===== src/rtl/core/itf_pkg.sv =====
// ----------------------------------------------------------------------------
// itf_pkg: shared types and constants of the tilt filter
// Register indexes, reset values, CORDIC word layout and arctangent table.
// ----------------------------------------------------------------------------
package itf_pkg;

  // CORDIC datapath widths
  localparam int unsigned CORDIC_STEPS = 24;
  localparam int unsigned XY_W         = 34;
  localparam int unsigned Z_W          = 30;
  localparam int unsigned ANG_W        = 22;

  // configuration port
  localparam int unsigned CFG_IDX_W  = 3;
  localparam int unsigned CFG_DATA_W = 24;

  localparam logic [CFG_IDX_W-1:0] CFG_GATE_LOW     = 3'd0;
  localparam logic [CFG_IDX_W-1:0] CFG_GATE_HIGH    = 3'd1;
  localparam logic [CFG_IDX_W-1:0] CFG_GYRO_DIVISOR = 3'd2;
  localparam logic [CFG_IDX_W-1:0] CFG_SAMPLE_PER   = 3'd3;
  localparam logic [CFG_IDX_W-1:0] CFG_KEEP_WEIGHT  = 3'd4;
  localparam logic [CFG_IDX_W-1:0] CFG_TAKE_WEIGHT  = 3'd5;
  localparam logic [CFG_IDX_W-1:0] CFG_RAD_TO_DEG   = 3'd6;

  // register reset values
  localparam logic [23:0] RST_GATE_LOW     = 24'd1411510;
  localparam logic [23:0] RST_GATE_HIGH    = 24'd4705028;
  localparam logic [15:0] RST_GYRO_DIVISOR = 16'd131;
  localparam logic [15:0] RST_SAMPLE_PER   = 16'd655;
  localparam logic [16:0] RST_KEEP_WEIGHT  = 17'd64225;
  localparam logic [16:0] RST_TAKE_WEIGHT  = 17'd1311;
  localparam logic [22:0] RST_RAD_TO_DEG   = 23'd3756841;

  // pi in Q24 radians
  localparam logic signed [Z_W-1:0] PI_Q24 = 30'sd52707179;

  // sequencer states
  typedef enum logic [2:0] {
    ST_IDLE,
    ST_RUN,
    ST_MULG,
    ST_INTEG,
    ST_BLEND,
    ST_SUM
  } state_e;

  // word handed from cell to cell
  typedef struct packed {
    logic                    valid;
    logic                    zero;
    logic signed [XY_W-1:0]  x;
    logic signed [XY_W-1:0]  y;
    logic signed [Z_W-1:0]   z;
  } cordic_t;

  // arctangent of 2^-i in Q24 radians
  function automatic logic signed [Z_W-1:0] atan_q24(input int unsigned i);
    logic signed [Z_W-1:0] v;
    case (i)
      0:       v = 30'sd13176795;
      1:       v = 30'sd7778716;
      2:       v = 30'sd4110060;
      3:       v = 30'sd2086331;
      4:       v = 30'sd1047214;
      5:       v = 30'sd524117;
      6:       v = 30'sd262123;
      7:       v = 30'sd131069;
      8:       v = 30'sd65536;
      9:       v = 30'sd32768;
      10:      v = 30'sd16384;
      11:      v = 30'sd8192;
      12:      v = 30'sd4096;
      13:      v = 30'sd2048;
      14:      v = 30'sd1024;
      15:      v = 30'sd512;
      16:      v = 30'sd256;
      17:      v = 30'sd128;
      18:      v = 30'sd64;
      19:      v = 30'sd32;
      20:      v = 30'sd16;
      21:      v = 30'sd8;
      22:      v = 30'sd4;
      23:      v = 30'sd2;
      default: v = '0;
    endcase
    return v;
  endfunction

endpackage


===== src/rtl/core/itf_divider.sv =====
// ----------------------------------------------------------------------------
// itf_divider: gyro rate divider
// Restoring division of a signed rate by an unsigned divisor, one quotient
// bit a cycle, quotient truncated toward zero.
// ----------------------------------------------------------------------------
module itf_divider (
  input  logic               clk_i,
  input  logic               rst_ni,
  input  logic               start_i,
  input  logic signed [24:0] dividend_i,
  input  logic [15:0]        divisor_i,
  output logic               busy_o,
  output logic signed [25:0] quot_o
);
  import itf_pkg::*;

  logic [16:0] rem_q, rem_d;
  logic [24:0] quo_q, quo_d;
  logic [15:0] dv_q, dv_d;
  logic [4:0]  cnt_q, cnt_d;
  logic        busy_q, busy_d;
  logic        neg_q, neg_d;
  logic [16:0] part;

  // one restoring step per cycle
  always_comb begin
    rem_d  = rem_q;
    quo_d  = quo_q;
    dv_d   = dv_q;
    cnt_d  = cnt_q;
    busy_d = busy_q;
    neg_d  = neg_q;
    part   = {rem_q[15:0], quo_q[24]};
    if (start_i) begin
      rem_d  = '0;
      quo_d  = dividend_i[24] ? 25'(-dividend_i) : 25'(dividend_i);
      dv_d   = (divisor_i == '0) ? 16'd1 : divisor_i;
      cnt_d  = 5'd24;
      busy_d = 1'b1;
      neg_d  = dividend_i[24];
    end else if (busy_q) begin
      if (part >= {1'b0, dv_q}) begin
        rem_d = part - {1'b0, dv_q};
        quo_d = {quo_q[23:0], 1'b1};
      end else begin
        rem_d = part;
        quo_d = {quo_q[23:0], 1'b0};
      end
      cnt_d  = cnt_q - 5'd1;
      busy_d = (cnt_q != '0);
    end
  end

  // control
  always_ff @(posedge clk_i or negedge rst_ni) begin
    if (!rst_ni) begin
      busy_q <= 1'b0;
      cnt_q  <= '0;
    end else begin
      busy_q <= busy_d;
      cnt_q  <= cnt_d;
    end
  end

  // datapath
  always_ff @(posedge clk_i) begin
    rem_q <= rem_d;
    quo_q <= quo_d;
    dv_q  <= dv_d;
    neg_q <= neg_d;
  end

  assign busy_o = busy_q;
  assign quot_o = neg_q ? -$signed({1'b0, quo_q}) : $signed({1'b0, quo_q});

endmodule


===== config.mk =====
export PLATFORM = sky130hd
export DESIGN_NAME = itf_divider
export DESIGN_NICKNAME = d
export VERILOG_FILES = /design/src/rtl/core/itf_pkg.sv /design/src/rtl/core/itf_divider.sv
export SDC_FILE = /design/constraint.sdc
export NUM_CORES = 1
export LEC_CHECK = 0
export ABC_AREA = 1
export BUFFER_PORTS_ARGS = -buffer_cell sky130_fd_sc_hd__buf_4
export CAP_MARGIN = 20
export CORE_MARGIN = 2
export CORE_UTILIZATION = 50
export DETAILED_ROUTE_END_ITERATION = 12
export GPL_ROUTABILITY_DRIVEN = 0
export PLACE_DENSITY_LB_ADDON = 0.25
export SETUP_SLACK_MARGIN = 0.1
export SYNTH_ARGS = -nofsm -noshare
export SYNTH_HDL_FRONTEND = slang
export SYNTH_SLANG_ARGS = --single-unit

===== constraint.sdc =====
create_clock -name clk_i -period 3.7 [get_ports clk_i]
set_clock_uncertainty 0.1 [all_clocks]
set_input_delay 0.925 -clock clk_i [delete_from_list [all_inputs] [get_ports clk_i]]
set_output_delay 0.925 -clock clk_i [all_outputs]
set_load 0.1 [all_outputs]

* Word-level counts from Yosys, hierarchy flattened *
Cells that the tools add are included.

word-level totals
  bits in registers = 64
  input bits = 44
  logic and storage cells = 24

cells by class
  $lt $le $gt $ge = 1
  multiplexer cells = 10
  $add $sub $neg = 4
  reductions and logical operators = 3

operator list
  operator                                          count
  2-to-1 mux 25 bit                                 3
  2-to-1 mux 26 bit                                 1
  negation 25 -> 26 bit                             1
  negation 25 bit                                   1
  >= comparator 17 x 16 -> 1 bit                    1
  logical NOT 16 bit                                1
  2-to-1 mux 16 bit                                 1
  subtractor 16 bit                                 1
  2-to-1 mux 5 bit                                  2
  nonzero test 5 bit                                1
  subtractor 5 x 1 -> 5 bit, second input constant  1
  2-to-1 mux 1 bit                                  3
  nonzero test 2 bit                                1

* Logic depth before layout (Yosys ltp) *
Gate-level depths: netlist of run 1.

  word-level depth = 4
  mapped depth = 14
  depth with buffers taken out = 14

* Worst setup path before layout of run 1 *
No wires, ideal clock.

  path kind = register to output
  start point = register neg_q
  end point = output port quot_o[1]
  data required time = 2.675 ns
  stages on the path, launching flop included = 4
  arrival time = 2.876 ns
  setup slack = -0.201 ns
  cell sequence = edfxtp_1 > clkbuf_1 > clkbuf_1 > o21ai_0

on the way
  cells in the longest elaborated chain, start to end = 1

ends and longest elaborated chain
  element                   line               RTL
  start: declaration        itf_divider.sv:22  logic neg_q, neg_d;
  start signal: assignment  itf_divider.sv:70  neg_q <= neg_d;
  2-to-1 mux 26 bit         itf_divider.sv:74  assign quot_o = neg_q ? -$signed({1'b0, quo_q}) : $signed({1'b0, quo_q});
  end: declaration          itf_divider.sv:13  output logic signed [25:0] quot_o

No other way between the ends.

* Final worst setup path of run 1 *
  start point = register quo_q[0]
  end point = output port quot_o[22]

on the way
  cells in the longest elaborated chain, start to end = 2

ends and longest elaborated chain
  element                   line               RTL
  start: declaration        itf_divider.sv:18  logic [24:0] quo_q, quo_d;
  start signal: assignment  itf_divider.sv:68  quo_q <= quo_d;
  negation 25 -> 26 bit     itf_divider.sv:74
  2-to-1 mux 26 bit         itf_divider.sv:74

No other way between the ends.

==> metrics.txt, run 1 <==
clk buf depth=2; vias in the first global route=4,661; area delta synth->final=16.1%; Final ANT Viol Nets=0; post-CTS setup buffer count=0; ys async rst share=9.38%; Die H=104 um; Cells after Synth=724; share of layout cells above drive strength 1=14.0%; Die X=104 um; crit path DAT=2.41 ns; DRT iter0 DRCs=215; ANT cells=0; r2r startpoint=quo_q[24]$_DFFE_PP_; yosys warns=0; total track usage=23.2%; die footprint=0.0108 sq mm; wire per inst=13.3 um; Synth Area per Inst=6.93 sq um; Root Driver=clkbuf_8; Buffers on Ports=70; slowest cell delay on critical path=0.40 ns; H-tree Lvls=3; Nets=841; post-synth top area cell=edfxtp_1; Max FO, Critical Path=6; core area=0.00977 sq mm; Peak VDD IR=0.411 mV; PostCTS Resize Cnt=0; GR Util met2=42.7%; M1 GR Usage=26.4%; EDFF count, synth=42; Synth top area share=25.1%; Starting Density=51.3%; Hold Violations, Final=0; post-synthesis sequential area ratio=34.5%; Tcrit/Tclk final=92.9%; P per Cell Area=589 mW/mm^2; grt ovf=0; worst skew pair latency=0.34 ns; Final Max Slew Viols=0; Reg2Reg Depth=10; FP Rows=36; GRT met3 Usage=3.76%; Synth Register Bits=64; Worst slew margin=41.2%; synth top area cells=edfxtp_1 (25%), nand2_1 (15%), inv_1 (7.6%); crit end category=output pin; vias per inst=5.23; first-pass GRT wire length=20.6 mm; Post-Route WL=12.2 mm; I/O pins=71; Sink Count=64; RR Endpoint=quo_q[0]$_DFFE_PP_; setup_tns=0 ns; static leakage=0.00283 uW; CTS hold repair buffers=0; total of max-cap violations=0; Clk pin slew, worst setup/hold paths=0.07 ns; crit-path cells=inv_1 > ha_1 > nand3_1 > nor2_4 > nand4_1 > nand2_1 > o21ai_0 > xor2_2 > buf_6; TritonCTS buffer count=9; CP max-delay cell=edfxtp_1; Cell Area, Synth=0.00501 sq mm; multi-input logic area=0.00279 sq mm; CTS tree=yes; total number of vias=4,781; largest net degree at the start of global routing=41; Buf/Inv on CP=2; critical path class=reg2out; crit path time final=3.44 ns; initial antenna violation count=0; R2R setup slack=1.23 ns; f_max=291 MHz; setup violators final=0; Post-DP HPWL=9.40 mm; Fill cells=954; Worst Tran Pin Value=0.881 ns; overall power=3430 uW; Worst setup SP type=flop; Post-synth top flop=edfxtp_1; Mapped Nets=789; unrepaired setup endpoints after global routing=no; drt drc=0; hold crit path type=in2async; Reg area=0.00173 sq mm; number of detailed-route iterations in the first pass=5; critical path data required time=2.67 ns; CP top delay family=simple AND/OR/NAND/NOR gates; Yosys cell types=41; layer with the highest usage=met2; status=finished clean
-- registers in the layout, summed over array words and instances (netlist names) --
| signal | flops |
|---|---|
| quo_q | 25 |
| dv_q | 16 |
| cnt_q | 5 |
| busy_o | 1 |
| rem_q | 16 |
| neg_q | 1 |
-- through the flow --
stage	hold WS [ns]	cell area (sq um)	cells	util, %	worst slack (ns)
after floorplan	0.344	5050	724	-	0.129
after global placement	0.361	5610	898	57.4	0.718
after detailed placement	0.362	5610	898	57.4	0.628
after CTS	0.260	5810	914	59.5	0.225
after global routing	0.266	5820	914	59.5	0.0760
final	0.274	5820	914	59.5	0.264
-- where the power goes --
group          internal, uW  leakage (uW)  switching (uW)
clock                   347      0.000103             267
combinational           536       0.00209            1290
sequential              897      0.000638            96.2
total                  1780       0.00283            1650
-- cell usage after synthesis (2+ instances only) --
cell type  instances
inv_2              3
ha_1              20
o21ai_0           41
xnor2_1           12
or2_2              2
nand4_1           13
xor2_1            32
nor3_1             7
clkbuf_1          24
a31oi_1            4
nor4_1             8
nand2_1          197
nand3_1           66
nor2_2             5
edfxtp_1          42
nand2_4            2
inv_1            101
o41ai_1            2
dfxtp_1           16
nand3_2            2
nor2_1            70
dfrtp_1            6
buf_2              3
a21oi_1           16
nand3b_1           8
a21oi_2            2
buf_4              2
o21ai_1            5
-- metal layers --
layer  routed length [um]  up-vias
li1                     -     2440
met1                 5080     2188
met2                 6250      122
met3                  514       31
met4                  323        0
met5                    0        -
-- layout by cell type (no fill, tap or decap), drive strengths merged, types with 16 or more instances in the layout --
| cell | instances |
|---|---|
| nand2 | 200 |
| a21oi | 18 |
| xor2 | 32 |
| o21ai | 46 |
| buf | 72 |
| nor2 | 76 |
| dfxtp | 16 |
| nand3 | 68 |
| inv | 104 |
| edfxtp | 42 |
| ha | 20 |
-- worst max-delay path by stage --
stage | end | depth (start not counted) | start | slack (ns)
6_report | quot_o[22] | 9 | quo_q[0]$_DFFE_PP_ | 0.26
2_1_floorplan | quot_o[17] | 8 | quo_q[2]$_DFFE_PP_ | 0.13
5_1_grt | quot_o[22] | 9 | quo_q[1]$_DFFE_PP_ | 0.08
4_1_cts | quot_o[22] | 9 | quo_q[0]$_DFFE_PP_ | 0.22
3_3_place_gp | quot_o[22] | 9 | quo_q[0]$_DFFE_PP_ | 0.72
3_5_place_dp | quot_o[22] | 9 | quo_q[0]$_DFFE_PP_ | 0.63
-- cells by family after synthesis --
family	count (synthesis)	synth area share (%)
and+or+nand+nor	382	33.2
buffers and inverters	136	10.8
AOI/OAI and AO/OA	77	8.46
DFF	64	34.5
xor gates and xnor gates	44	7.68
adders and majority gates	21	5.39
-- final cells by class --
class	count	area share, %
clock buffer	13	2.73
clock inverter	3	0.688
inverter	105	6.77
multi-input combinational	524	47.9
sequential	64	29.8
tap	133	2.86
timing repair buffer	72	9.35
Power figures use the tool's default switching activity.
==> inputs of run 2 (changes only) <==
--- a/config.mk
+++ b/config.mk
@@ -8,8 +8,11 @@
 export ABC_AREA = 1
 export BUFFER_PORTS_ARGS = -buffer_cell sky130_fd_sc_hd__buf_4
 export CAP_MARGIN = 20
+export CELL_PAD_IN_SITES_DETAIL_PLACEMENT = 1
+export CELL_PAD_IN_SITES_GLOBAL_PLACEMENT = 1
+export CORE_ASPECT_RATIO = 0.6
 export CORE_MARGIN = 2
-export CORE_UTILIZATION = 50
+export CORE_UTILIZATION = 45
 export DETAILED_ROUTE_END_ITERATION = 12
 export GPL_ROUTABILITY_DRIVEN = 0
 export PLACE_DENSITY_LB_ADDON = 0.25
==> run 2 against run 1 <==
Clock power grew 25%. Sequential share of layout area is 0.57 points lower. Sequential power hardly changed. Flip-flop and latch count stayed put. Maximum frequency is 2.9% lower. Via count up 7.7%. Count of clock-buffer cells in the layout decreased by 2. First-iteration DRC count grew 91%. Largest power group unchanged. Global-route usage is 6.4 points higher.
==> metrics.txt, run 2 (synthesis gave the netlist of run 1 again) <==
status=finished clean; cell area after layout=0.00593 sq mm (+2.0%); crit path time final=3.54 ns (+0.103 ns); TritonCTS buffer count=9 (unchanged); Max FO, Critical Path=6 (unchanged); Post-Route WL=17.1 mm (+41%); combinational fraction of design power=52.6% (-0.5 points); overall power=3720 uW (+8.6%); static leakage=0.00288 uW (+1.8%); area delta synth->final=18.3%; Final Max Slew Viols=0 (unchanged); total number of vias=5,151 (+7.7%); I/O pins=71 (unchanged); initial antenna violation count=0 (unchanged); Nets=844 (+0.36%); DRT iter0 DRCs=410 (+91%); clock power share=20.5% (+2.6 points); worst skew pair latency=0.34 ns (about the same); crit path DAT=2.51 ns (+0.10 ns); total track usage=29.6% (+6.4 points); vias in the first global route=5,268 (+13%); most common cell after layout, fill and taps aside=nand2_1; setup_tns=0 ns (unchanged); Reg with most FFs=quo_q; Clk pin slew, worst setup/hold paths=0.06 ns (about the same); Flop pwr share=26.9% (-2.1 points); critical path class=reg2out; Starting Density=46.8% (-4.5 points); Tcrit/Tclk final=95.6% (+2.8 points); CTS tree=yes; Final ANT Viol Nets=0 (unchanged); multi-input logic area=0.00279 sq mm (+0.22%); ANT cells=0 (unchanged); first-pass GRT wire length=27.6 mm (+34%); H-tree Lvls=3 (unchanged); critical path data required time=2.67 ns (about the same); share of layout cells above drive strength 1=14.4% (+0.46 points); largest net degree at the start of global routing=41 (unchanged); die footprint=0.0120 sq mm (+11%); grt ovf=0 (unchanged); Die X=140 um (+35%); most frequent cells in the layout=nand2_1 (197), inv_1 (101), buf_4 (71), nor2_1 (69), nand3_1 (66); drt drc=0 (unchanged); total of max-cap violations=0 (unchanged); P per Cell Area=628 mW/mm^2 (+6.6%); DP Area=0.00565 sq mm (+0.62%); Sink Count=64 (unchanged); f_max=283 MHz (-2.9%); Peak VDD IR=0.402 mV (-2.3%); setup violators final=0 (unchanged); unrepaired setup endpoints after global routing=yes; Reg area=0.00173 sq mm (unchanged); vias per inst=5.58 (+6.7%); number of detailed-route iterations in the first pass=5 (unchanged); Die H=85.8 um (-18%); Hold Violations, Final=0 (unchanged); crit end category=output pin; switch share=49.2% (+1.1 points); FP Rows=29 (-19%); Post-DP HPWL=12.9 mm (+38%); Worst Tran Pin Value=1.09 ns (+0.205 ns); Worst slew margin=27.0% (-14 points); Largest regs=quo_q x25, dv_q x16, rem_q x16; clk buf depth=2 (unchanged); Root Driver=clkbuf_16; max reg flops=25 (unchanged); P_int=1890 uW (+6.3%); core area=0.0107 sq mm (+9.5%); Worst setup SP type=flop; wire per inst=18.5 um (+39%); hold crit path type=in2async; Buffers on Ports=70 (unchanged); Fill cells=1,420 (+49%); switching pwr=1830 uW (+11%)
## run 2: cell types whose count changed in the layout (fill, tap and decap cells not counted)
| cell | before | now |
|---|---|---|
| clkbuf_8 | 11 | 0 |
| buf_6 | 1 | 3 |
| clkbuf_16 | 0 | 9 |
| clkinv_1 | 1 | 2 |
| nor2_2 | 4 | 5 |
| bufinv_16 | 1 | 0 |
| clkinv_2 | 2 | 4 |
| nor2_1 | 70 | 69 |
| buf_12 | 0 | 1 |
| o21ai_1 | 7 | 6 |
| o21ai_2 | 0 | 1 |
## run 2: worst max-delay path, stage by stage, from the launching register on
cell	delay [ns]
edfxtp_1	0.41
inv_1	0.14
ha_1	0.21
nand3_1	0.17
nor2_4	0.23
nand4_1	0.11
buf_4	0.17
nand2_1	0.09
o21ai_0	0.16
xor2_2	0.22
buf_6	0.26
## run 2: final cells by class
class	instances	area share (%)
Multi-Input combinational cell	524	47.0
Clock buffer	11	3.92
Clock inverter	5	0.401
Inverter	105	6.64
Tap cell	139	2.93
Timing Repair Buffer	75	9.89
Sequential cell	64	29.2
## run 2: path summary, 6_finish.rpt
path | start | cells past startpoint | slack [ns] | to
worst max register to register | dv_q[14]$_SDFFCE_PN0P_ | 9 | 1.14 | quo_q[0]$_DFFE_PP_
min in group clk_i | rem_q[8]$_SDFFE_PP0P_ | 2 | 0.38 | rem_q[8]$_SDFFE_PP0P_
worst min register to register | rem_q[8]$_SDFFE_PP0P_ | 2 | 0.38 | rem_q[8]$_SDFFE_PP0P_
max in group asynchronous | rst_ni | 1 | 3.10 | busy_o$_DFF_PN0_
worst min-delay path | rst_ni | 1 | 0.28 | cnt_q[0]$_DFFE_PN0P_
worst max-delay path | quo_q[1]$_DFFE_PP_ | 10 | 0.16 | quot_o[22]
## run 2: metrics by stage
step / util [%] / cells / setup slack [ns] / hold WS, ns
after floorplan: - / 724 / 0.129 / 0.344
after global placement: 52.8 / 906 / 0.608 / 0.356
final: 55.4 / 923 / 0.161 / 0.280
after global routing: 55.4 / 923 / 0.0900 / 0.278
after CTS: 55.2 / 923 / 0.123 / 0.282
after detailed placement: 52.8 / 906 / 0.468 / 0.362
## run 2: power by group through the flow
stage | logic [uW] | clock network (uW) | registers [uW]
after floorplan | 1470 | 0 | 977
after global placement | 1820 | 0 | 998
after detailed placement | 1900 | 0 | 1010
after CTS | 1930 | 766 | 998
after global routing | 2120 | 800 | 1020
final | 1960 | 764 | 1000
## run 2: timing repair
item / CTS / global route
setup buffers: 1 / 0
resized for setup: 0 / 6
hold buffers: 0 / 0
setup endpoints to repair: 3 / 5
pin swaps: 1 / 0
## run 2: per-layer routing
metal	track usage (%)	part of all wire (%)
met1	42.6	49
met2	46.8	44
met3	5.14	6.4
met4	6.61	1.0
met5	0	0
